`config.mk`:
```
export PLATFORM = sky130hd
export DESIGN_NAME = tree_route_table_engine_unit
export DESIGN_NICKNAME = d
export VERILOG_FILES = /design/src/sv/trt_pkg.sv /design/src/sv/tree_route_table_engine_unit.sv /design/src/sv/trt_table.sv
export SDC_FILE = /design/constraint.sdc
export NUM_CORES = 1
export LEC_CHECK = 0
export BUFFER_PORTS_ARGS = -buffer_cell sky130_fd_sc_hd__buf_2
export CAP_MARGIN = 30
export CORE_MARGIN = 2
export CORE_UTILIZATION = 56
export DETAILED_ROUTE_END_ITERATION = 7
export PLACE_DENSITY_LB_ADDON = 0.1
export SLEW_MARGIN = 10
export SYNTH_ARGS = -nofsm -noshare
export SYNTH_HDL_FRONTEND = slang
export SYNTH_HIERARCHICAL = 1
export SYNTH_SLANG_ARGS = --single-unit
```
`constraint.sdc`:
```
create_clock -name clk -period 3.2 [get_ports clk]
set_input_delay 0.16 -clock clk [delete_from_list [all_inputs] [get_ports clk]]
set_output_delay 0.16 -clock clk [all_outputs]
set_load 0.005 [all_outputs]
```
`src/sv/trt_pkg.sv`:
```
`timescale 1ns / 1ps
// ----------------------------------------------------------------------------
// trt_pkg
// Shared types and codes of the tree route table engine.
// ----------------------------------------------------------------------------
package trt_pkg;

  localparam int NODE_W = 8;
  localparam int SELF_W = 5;

  typedef logic [NODE_W-1:0] node_t;

  localparam node_t NO_PARENT = 8'hFF;
  localparam node_t ROOT_NODE = 8'h01;
  localparam node_t NULL_NODE = 8'h00;

  localparam logic [1:0] CMD_UPDATE = 2'd0;
  localparam logic [1:0] CMD_LOOKUP = 2'd1;
  localparam logic [1:0] CMD_ALLOC  = 2'd2;
  localparam logic [1:0] CMD_QUERY  = 2'd3;

  localparam logic REG_SELF   = 1'b0;
  localparam logic REG_UPLINK = 1'b1;

  // one access to the parent table per cycle
  typedef struct packed {
    logic  rd;
    logic  wr;
    node_t addr;
    node_t wdata;
  } tbl_req_t;

endpackage

```
`src/sv/tree_route_table_engine_unit.sv`:
```
`timescale 1ns / 1ps
// ----------------------------------------------------------------------------
// tree_route_table_engine_unit
// Parent-pointer routing table of a tree mesh: update, next hop, allocate,
// ancestor query.
// ----------------------------------------------------------------------------
// One word at a time: a request is taken only while the engine is idle, and
// the response register lets the next request in while a response waits.
// All parent reads go through the single port of the table memory, each
// parent step being a read from the walk state and a capture in the wait
// state, so the time per word is set by the walks of next hop, ancestor
// query and update and by the allocate scan; an update that removes a parent
// (peer 255) then re-walks every entry. Every word then ends with a sweep
// that counts the children of self_address, loads the response register
// and returns to idle to take the next request. The table is usable right
// after reset; there is no clearing pass.
// ----------------------------------------------------------------------------
module tree_route_table_engine_unit #(
  parameter int NODES = 32
) (
  input  logic           clk,
  input  logic           rst,
  // configuration
  input  logic           cfg_we,
  input  logic           cfg_index,
  input  logic [7:0]     cfg_data,
  // request channel
  input  logic           req_valid,
  output logic           req_stall,
  input  logic [1:0]     cmd,
  input  trt_pkg::node_t node_id,
  input  trt_pkg::node_t peer_node,
  // response channel
  output logic           rsp_valid,
  input  logic           rsp_stall,
  output trt_pkg::node_t answer,
  output logic           granted,
  output logic [5:0]     child_count,
  output logic           walk_overflow
);
  import trt_pkg::*;

  localparam int AW = $clog2(NODES);
  localparam int SW = $clog2(NODES + 1);
  localparam int CW = (SW < 7) ? 7 : SW;
  localparam logic [AW-1:0] LAST_IDX = AW'(NODES - 1);
  localparam logic [SW-1:0] STEP_MAX = SW'(NODES);
  localparam node_t NODES_N = node_t'(NODES);

  localparam logic [3:0] S_IDLE   = 4'd0;
  localparam logic [3:0] S_START  = 4'd1;
  localparam logic [3:0] S_HOP0   = 4'd2;
  localparam logic [3:0] S_WALK   = 4'd3;
  localparam logic [3:0] S_WAIT   = 4'd4;
  localparam logic [3:0] S_MARK   = 4'd5;
  localparam logic [3:0] S_PRUNE  = 4'd6;
  localparam logic [3:0] S_ALLOC  = 4'd7;
  localparam logic [3:0] S_COUNT0 = 4'd8;
  localparam logic [3:0] S_CNT_RD = 4'd9;
  localparam logic [3:0] S_CNT_WT = 4'd10;
  localparam logic [3:0] S_DONE   = 4'd11;

  logic [3:0]        state;
  logic [SELF_W-1:0] self_addr;
  node_t             uplink;
  logic [NODES-1:0]  free_map;
  logic              pruning;

  logic [1:0]        cmd_q;
  node_t             node_q;
  node_t             peer_q;
  node_t             n;
  node_t             t;
  node_t             prev;
  logic [SW-1:0]     steps;
  logic [AW-1:0]     idx;
  node_t             ans_acc;
  logic              grant_acc;
  logic              cut_acc;
  logic [CW-1:0]     cnt_acc;

  tbl_req_t          tbl_req;
  node_t             rd_data;

  node_t             self_ext;
  node_t             idx_node;
  node_t             miss_hop;
  logic              term;
  logic              at_limit;
  logic              walk_end;
  logic              found;
  logic              reached;
  logic [NODES-1:0]  mark_bits;

  trt_table #(.NODES(NODES)) u_table (
    .clk     (clk),
    .rst     (rst),
    .req     (tbl_req),
    .rd_data (rd_data)
  );

  assign self_ext = {{(NODE_W-SELF_W){1'b0}}, self_addr};
  assign idx_node = {{(NODE_W-AW){1'b0}}, idx};
  assign miss_hop = (self_ext == ROOT_NODE) ? NO_PARENT : uplink;

  // walk stops at no parent, at the root, at the node it is looking for, or at the step limit
  assign term     = (n == NO_PARENT) || (n == ROOT_NODE) || (n == t);
  assign at_limit = (steps == STEP_MAX);
  assign walk_end = term || at_limit;
  assign found    = term && (n == t);
  assign reached  = term && (n != NO_PARENT);

  assign req_stall = (state != S_IDLE);

  // addresses an update takes out of the free map
  always_comb begin
    mark_bits = '0;
    if (node_q < NODES_N) begin
      mark_bits[node_q[AW-1:0]] = 1'b1;
    end
    if (peer_q < NODES_N) begin
      mark_bits[peer_q[AW-1:0]] = 1'b1;
    end
  end

  // reads and writes never fall in the same cycle, so no forwarding is needed
  always_comb begin
    tbl_req = '0;
    case (state)
      S_START: begin
        if (cmd_q == CMD_LOOKUP && node_q != ROOT_NODE && node_q < NODES_N) begin
          tbl_req.rd   = 1'b1;
          tbl_req.addr = node_q;
        end
      end
      S_WALK: begin
        if (walk_end) begin
          if (cmd_q == CMD_UPDATE) begin
            if (pruning && !reached) begin
              tbl_req.wr    = 1'b1;
              tbl_req.addr  = idx_node;
              tbl_req.wdata = NO_PARENT;
            end else if (!pruning && !found) begin
              tbl_req.wr    = 1'b1;
              tbl_req.addr  = node_q;
              tbl_req.wdata = peer_q;
            end
          end
        end else if (n < NODES_N) begin
          tbl_req.rd   = 1'b1;
          tbl_req.addr = n;
        end
      end
      S_CNT_RD: begin
        tbl_req.rd   = 1'b1;
        tbl_req.addr = idx_node;
      end
      default: ;
    endcase
  end

  always_ff @(posedge clk) begin
    if (rst) begin
      state     <= S_IDLE;
      rsp_valid <= 1'b0;
      self_addr <= '0;
      uplink    <= '0;
      free_map  <= '1;
      pruning   <= 1'b0;
    end else begin
      if (cfg_we) begin
        case (cfg_index)
          REG_SELF:   self_addr <= cfg_data[SELF_W-1:0];
          REG_UPLINK: uplink    <= cfg_data;
          default: ;
        endcase
      end

      // the done state reloads the response register itself
      if (rsp_valid && !rsp_stall && state != S_DONE) begin
        rsp_valid <= 1'b0;
      end

      case (state)
        S_IDLE: begin
          if (req_valid) begin
            cmd_q     <= cmd;
            node_q    <= node_id;
            peer_q    <= peer_node;
            ans_acc   <= NULL_NODE;
            grant_acc <= 1'b0;
            cut_acc   <= 1'b0;
            pruning   <= 1'b0;
            state     <= S_START;
          end
        end

        S_START: begin
          steps <= '0;
          case (cmd_q)
            CMD_UPDATE: begin
              if (node_q < NODES_N && (peer_q < NODES_N || peer_q == NO_PARENT) &&
                  peer_q != NULL_NODE) begin
                // refuse the write if node is already above the new parent
                n     <= peer_q;
                t     <= node_q;
                state <= S_WALK;
              end else begin
                state <= S_MARK;
              end
            end
            CMD_LOOKUP: begin
              if (node_q == ROOT_NODE) begin
                ans_acc <= uplink;
                state   <= S_COUNT0;
              end else if (node_q < NODES_N) begin
                state <= S_HOP0;
              end else begin
                n     <= NO_PARENT;
                prev  <= node_q;
                t     <= self_ext;
                state <= S_WALK;
              end
            end
            CMD_ALLOC: begin
              idx   <= AW'(2);
              state <= S_ALLOC;
            end
            default: begin
              n     <= peer_q;
              t     <= node_q;
              state <= S_WALK;
            end
          endcase
        end

        S_HOP0: begin
          if (rd_data == NULL_NODE) begin
            ans_acc <= NO_PARENT;
            state   <= S_COUNT0;
          end else begin
            n     <= rd_data;
            prev  <= node_q;
            t     <= self_ext;
            state <= S_WALK;
          end
        end

        S_WALK: begin
          if (walk_end) begin
            if (!term) begin
              cut_acc <= 1'b1;
            end
            case (cmd_q)
              CMD_UPDATE: begin
                if (pruning) begin
                  if (idx == LAST_IDX) begin
                    state <= S_COUNT0;
                  end else begin
                    idx   <= idx + AW'(1);
                    state <= S_PRUNE;
                  end
                end else begin
                  grant_acc <= !found;
                  state     <= S_MARK;
                end
              end
              CMD_LOOKUP: begin
                if (!term) begin
                  ans_acc <= NO_PARENT;
                end else if (n == NO_PARENT) begin
                  ans_acc <= miss_hop;
                end else begin
                  ans_acc <= prev;
                end
                state <= S_COUNT0;
              end
              CMD_QUERY: begin
                grant_acc <= found;
                state     <= S_COUNT0;
              end
              default: state <= S_COUNT0;
            endcase
          end else begin
            prev <= n;
            if (n < NODES_N) begin
              state <= S_WAIT;
            end else begin
              // parent of an address past the table
              n     <= NO_PARENT;
              steps <= steps + SW'(1);
            end
          end
        end

        S_WAIT: begin
          n     <= rd_data;
          steps <= steps + SW'(1);
          state <= S_WALK;
        end

        S_MARK: begin
          free_map <= free_map & ~mark_bits;
          if (peer_q == NO_PARENT) begin
            pruning <= 1'b1;
            idx     <= '0;
            state   <= S_PRUNE;
          end else begin
            state <= S_COUNT0;
          end
        end

        S_PRUNE: begin
          n     <= idx_node;
          t     <= self_ext;
          steps <= '0;
          state <= S_WALK;
        end

        S_ALLOC: begin
          if (free_map[idx]) begin
            free_map[idx] <= 1'b0;
            ans_acc       <= idx_node;
            grant_acc     <= 1'b1;
            state         <= S_COUNT0;
          end else if (idx == LAST_IDX) begin
            state <= S_COUNT0;
          end else begin
            idx <= idx + AW'(1);
          end
        end

        S_COUNT0: begin
          idx     <= '0;
          cnt_acc <= '0;
          state   <= S_CNT_RD;
        end

        S_CNT_RD: begin
          state <= S_CNT_WT;
        end

        S_CNT_WT: begin
          if (rd_data == self_ext) begin
            cnt_acc <= cnt_acc + CW'(1);
          end
          if (idx == LAST_IDX) begin
            state <= S_DONE;
          end else begin
            idx   <= idx + AW'(1);
            state <= S_CNT_RD;
          end
        end

        S_DONE: begin
          if (!rsp_valid || !rsp_stall) begin
            rsp_valid     <= 1'b1;
            answer        <= ans_acc;
            granted       <= grant_acc;
            walk_overflow <= cut_acc;
            child_count   <= (cnt_acc > CW'(63)) ? 6'd63 : cnt_acc[5:0];
            state         <= S_IDLE;
          end
        end

        default: state <= S_IDLE;
      endcase
    end
  end

endmodule

```
`src/sv/trt_table.sv`:
```
`timescale 1ns / 1ps
// ----------------------------------------------------------------------------
// trt_table
// Parent table memory, one access per cycle, registered read. Entries never
// written since reset read as no parent.
// ----------------------------------------------------------------------------
module trt_table #(
  parameter int NODES = 32
) (
  input  logic             clk,
  input  logic             rst,
  input  trt_pkg::tbl_req_t req,
  output trt_pkg::node_t   rd_data
);
  import trt_pkg::*;

  localparam int AW = $clog2(NODES);

  node_t            mem [NODES];
  logic [NODES-1:0] written;
  node_t            mem_q;
  logic             hit_q;

  always_ff @(posedge clk) begin
    if (req.wr) begin
      mem[req.addr[AW-1:0]] <= req.wdata;
    end
    if (req.rd) begin
      mem_q <= mem[req.addr[AW-1:0]];
    end
  end

  always_ff @(posedge clk) begin
    if (rst) begin
      written <= '0;
      hit_q   <= 1'b0;
    end else begin
      if (req.wr) begin
        written[req.addr[AW-1:0]] <= 1'b1;
      end
      if (req.rd) begin
        hit_q <= written[req.addr[AW-1:0]];
      end
    end
  end

  assign rd_data = hit_q ? mem_q : NO_PARENT;

endmodule

```
### Word level (Yosys, flattened, before mapping)

Memory sizes are Yosys's and may differ from the RTL's. A register that Yosys moved wholly into a read port is not among the register bits.
Index checks and enable logic that the tools add are counted.

* bits in registers: 170
* memory bits (writable): 256
* bits of input ports: 32
* output and inout port bits: 18
* word-level logic and storage cells: 269
* memories kept: 1

* $add $sub $neg: 3
* order comparisons: 12
* equality and inequality tests: 54
* multiplexer cells: 109
* bitwise logic cells: 8
* reductions and logical operators: 58

Memory list
* u_table.mem: words 32, bits a word 8, rd ports 1, clocked after Yosys merged registers in 1, write ports 1, RTL line trt_table.sv:19 `node_t mem [NODES];`

Operators by type and width (count)
* $mux W8: 28
* $mux W32: 3
* $pmux W8 S3: 4
* $pmux W8 S5: 2
* $and A32 B32 Y32: 2
* $not A32 Y32: 2
* $or A32 B32 Y32: 2
* $pmux W32 S2: 1
* $mux W17: 3
* $mux W5: 10
* $mux W4: 12
* $pmux W4 S11: 1
* $ne A2 B2 Y1 const B: 20
* $pmux W5 S6: 1
* $lt A5 B6 Y1 const B: 4
* $lt A8 B6 Y1 const B: 3
* $mux W1: 24
* $reduce_and A7 Y1: 3
* $demux W1 S5: 4
* $ge A5 B1 Y1 const B: 4
* $ne A3 B3 Y1 const B: 6
* $pmux W6 S3: 1
* $reduce_and A9 Y1: 2
* $eq A4 B3 Y1 const B: 4
* 50 further kinds: 98

### Longest topological paths before layout

* depth in word-level cells: 16
* depth in mapped cells: 15
* depth with buffers taken out: 11

### Cells and area by module

Netlist, hierarchy kept.

Modules (own cells, without submodules)
* trt_table: times used 1, cells each 577, area an instance 11332.1 µm², sequential area each 8588.2 µm²
* tree_route_table_engine_unit: times used 1, cells each 855, area an instance 7878.8 µm², sequential area each 3603.5 µm²

### Worst setup path after synthesis

OpenSTA, ideal clock, no wires.

* path type: register to register
* from: reg steps[0]
* to: mem u_table/mem[16][0] in the netlist's numbering (enable)
* setup time: 0.374 ns
* data arrival time: 3.063 ns
* data required time: 2.826 ns
* path slack: -0.236 ns
* stages on the path, launching flop included: 14
* path buffers: 4
* clock period less this slack: 3.436 ns
* cell sequence: edfxtp_1 > inv_1 > ha_1 > and4b_1 > nor3_1 > a21oi_2 > nand2_1 > buf_2 > o21bai_1 > buf_6 > buf_8 > or3b_2 > buf_2 > nor2_1

RTL lines
* start: declaration: RTL line tree_route_table_engine_unit.sv:75 `logic [SW-1:0] steps;`
* start signal: assignment: RTL line tree_route_table_engine_unit.sv:291 `steps <= steps + SW'(1);`
* start signal: assignment: RTL line tree_route_table_engine_unit.sv:298 `steps <= steps + SW'(1);`
* end: declaration: RTL line trt_table.sv:19

==> flow_summary.yaml <==
final_layout:
  syn_to_final_growth_pct: 29.92
  layout_commonest_cell: "edfxtp_1"
  seqCellArea_um2: 12190
  layout_common_cells: "350 x edfxtp_1, 148 x buf_4, 138 x nor2_1"
  nets: 1765
  diodes: 0
  multi_input_area_um2: 7176
  drive_gt1_share_pct: 33.33
  final.fill_count: 2139
global_routing:
  grt_util_met1_pct: 38.80
  met3_usage_pct: 3.781
  grt_start_max_net_pins: 59
  grt_busiest_layer: "met2"
  gr-total-overflow: 0
  grt_pass1_wl_um: 79090
  antenna_found_initial: 0
  grt_util_met2_pct: 49.86
  grt_pass1_vias: 13330
  grt_usage_pct: 29.54
floorplan:
  die_h_um: 189.1
  dieArea_um2: 35750
  start_util_pct: 57.07
  core_area_um2: 33620
  io_pins: 50
  dieWidth_um: 189.1
  rows: 67
timing:
  slew_headroom_pct: 43.21
  min_period_ns: 3.416
  finalSetupViolCount: 139
  fin_ws_ns: -0.2160
  fin_skew_ns: 0.03213
  worst_pin_slew_ns: 0.8519
  rsz0062_at_grt: "true"
  report.final.slew_viol_count: 0
  setup_tns_ns: -12.10
  fmax_mhz: 292.7
  hold_violations: 0
  period_share_pct: 106.7
clock_tree:
  cts.sinks: 434
  clock_latency_ns: 0.60
  cts_root_buffer: "clkbuf_16"
  htree_levels: 2
  cts_tree: "built"
  path_clk_slew_ns: 0.06
  clock_path_buffers: 3
  numCtsBuffers: 44
outcome:
  status: "complete, but fails checks"
  violations: "negative setup slack"
synth:
  synth.avg_cell_area_um2: 13.43
  synth_area_um2: 19180
  ys_warn_count: 6
  syn-num-nets: 1468
  syn_inst: 1428
worst_hold_path:
  whs_endpoint: "peer_q[0]"
  hold_class: "input pin to register"
  worstHoldStart: "peer_node[0]"
  min_path_cells: 2
worst_setup_path:
  r2r_slack_ns: -0.22
  rr_endpoint: "u_table/mem_q[6]"
  reg2regPathDepth: 14
  crit_path_end_kind: "register"
  cp.arrival_ns: 3.74
  cp-start-kind: "register"
  worstSetupPathType: "register to register"
  cp_max_fo: 5
  cp.required_ns: 3.52
  r2r_start: "n[6]"
routing:
  viasPerCell: 6.235
  drc_errors: 0
  num_vias: 13770
  drt_iter0_drc: 1337
  routed_wl_um: 54890
  drtPass1Iterations: 5
  final_antenna_net_count: 0
  routedWlPerCell_um: 24.85
place:
  port_buffers: 49
  dpl_worst_slack_ns: -0.3092
  place.gp.congestion: 0.9455
  hpwl_um: 34260
pwr:
  power_density_nw_per_um2: 569.9
  max-vdd-ir-drop_uv: 586.9
  power.leakage_uw: 0.008762
run:
  drv_cap: 0
worst max-delay path by stage:
stage	start	slack, ns	end
finish	n[6]	-0.22	u_table/mem_q[6]
global route	n[3]	-0.29	u_table/mem_q[6]
CTS	n[3]	-0.19	u_table/mem_q[6]
detailed placement	n[6]	-0.31	u_table/mem_q[6]
global placement	n[7]	-0.35	u_table/mem_q[6]
floorplan	n[1]	-0.16	u_table/mem[10][0]
area by class of cell:
class,instances,share of cell area [%]
timing repair buffer,337,14.00
tap,448,2.249
clock inverter,25,0.9237
multi-input combinational,888,28.79
clock buffer,57,4.820
inverter,20,0.3012
sequential,434,48.92
power by group:
part / leakage (µW) / internal (µW) / switching (µW)
clock network: 0.000701 / 2910 / 2180
logic: 0.00396 / 1020 / 1500
registers: 0.00410 / 6420 / 169
total: 0.00876 / 10400 / 3850
per-stage QoR:
step	power [µW]	std cells	util (%)	hold slack, ns	area, µm²
5_1_grt	14670	2209	74.14	0.2814	24920
6_report	14200	2209	74.14	0.2809	24920
3_3_place_gp	8900	2025	63.95	0.3372	21500
4_1_cts	14110	2177	71.97	0.2623	24190
2_1_floorplan	8042	1428	-	0.2589	19400
3_5_place_dp	8925	2025	63.95	0.3382	21500
state kept, by name, summed over array words and instances (netlist names), 6 cells and up:
signal           flops
ans_acc              8
answer               8
child_count          6
cnt_acc              7
free_map            32
n                    8
node_q               8
peer_q               8
prev                 8
steps                6
t                    8
u_table/mem        256
u_table/mem_q        8
u_table/written     32
uplink               8
metal layers:
| layer | wire (µm) | vias up |
|---|---|---|
| li1 | - | 6169 |
| met1 | 21400 | 6801 |
| met2 | 27230 | 663 |
| met3 | 3730 | 141 |
| met4 | 2533 | 0 |
| met5 | 0 | - |
worst max-delay path, stage by stage (launching register included):
cell,delay [ns]
edfxtp_1,0.44
xor2_1,0.19
nor4_2,0.37
buf_4,0.18
nand2_1,0.07
a21oi_2,0.18
nand2_2,0.11
o21bai_4,0.22
buf_12,0.16
buf_8,0.12
buf_16,0.13
mux4_2,0.55
a22oi_1,0.20
buf_4,0.15
nand4_1,0.08
what timing repair did:
action                     4_1_cts  5_1_grt
gates resized for setup         84       75
pin swaps                       35       32
gates cloned                     7       11
hold buffers                    37        0
setup buffers                   26       22
hold endpoints to repair        39        0
setup endpoints to repair      278      297
Note: power is estimated with default switching activity, not from simulation.
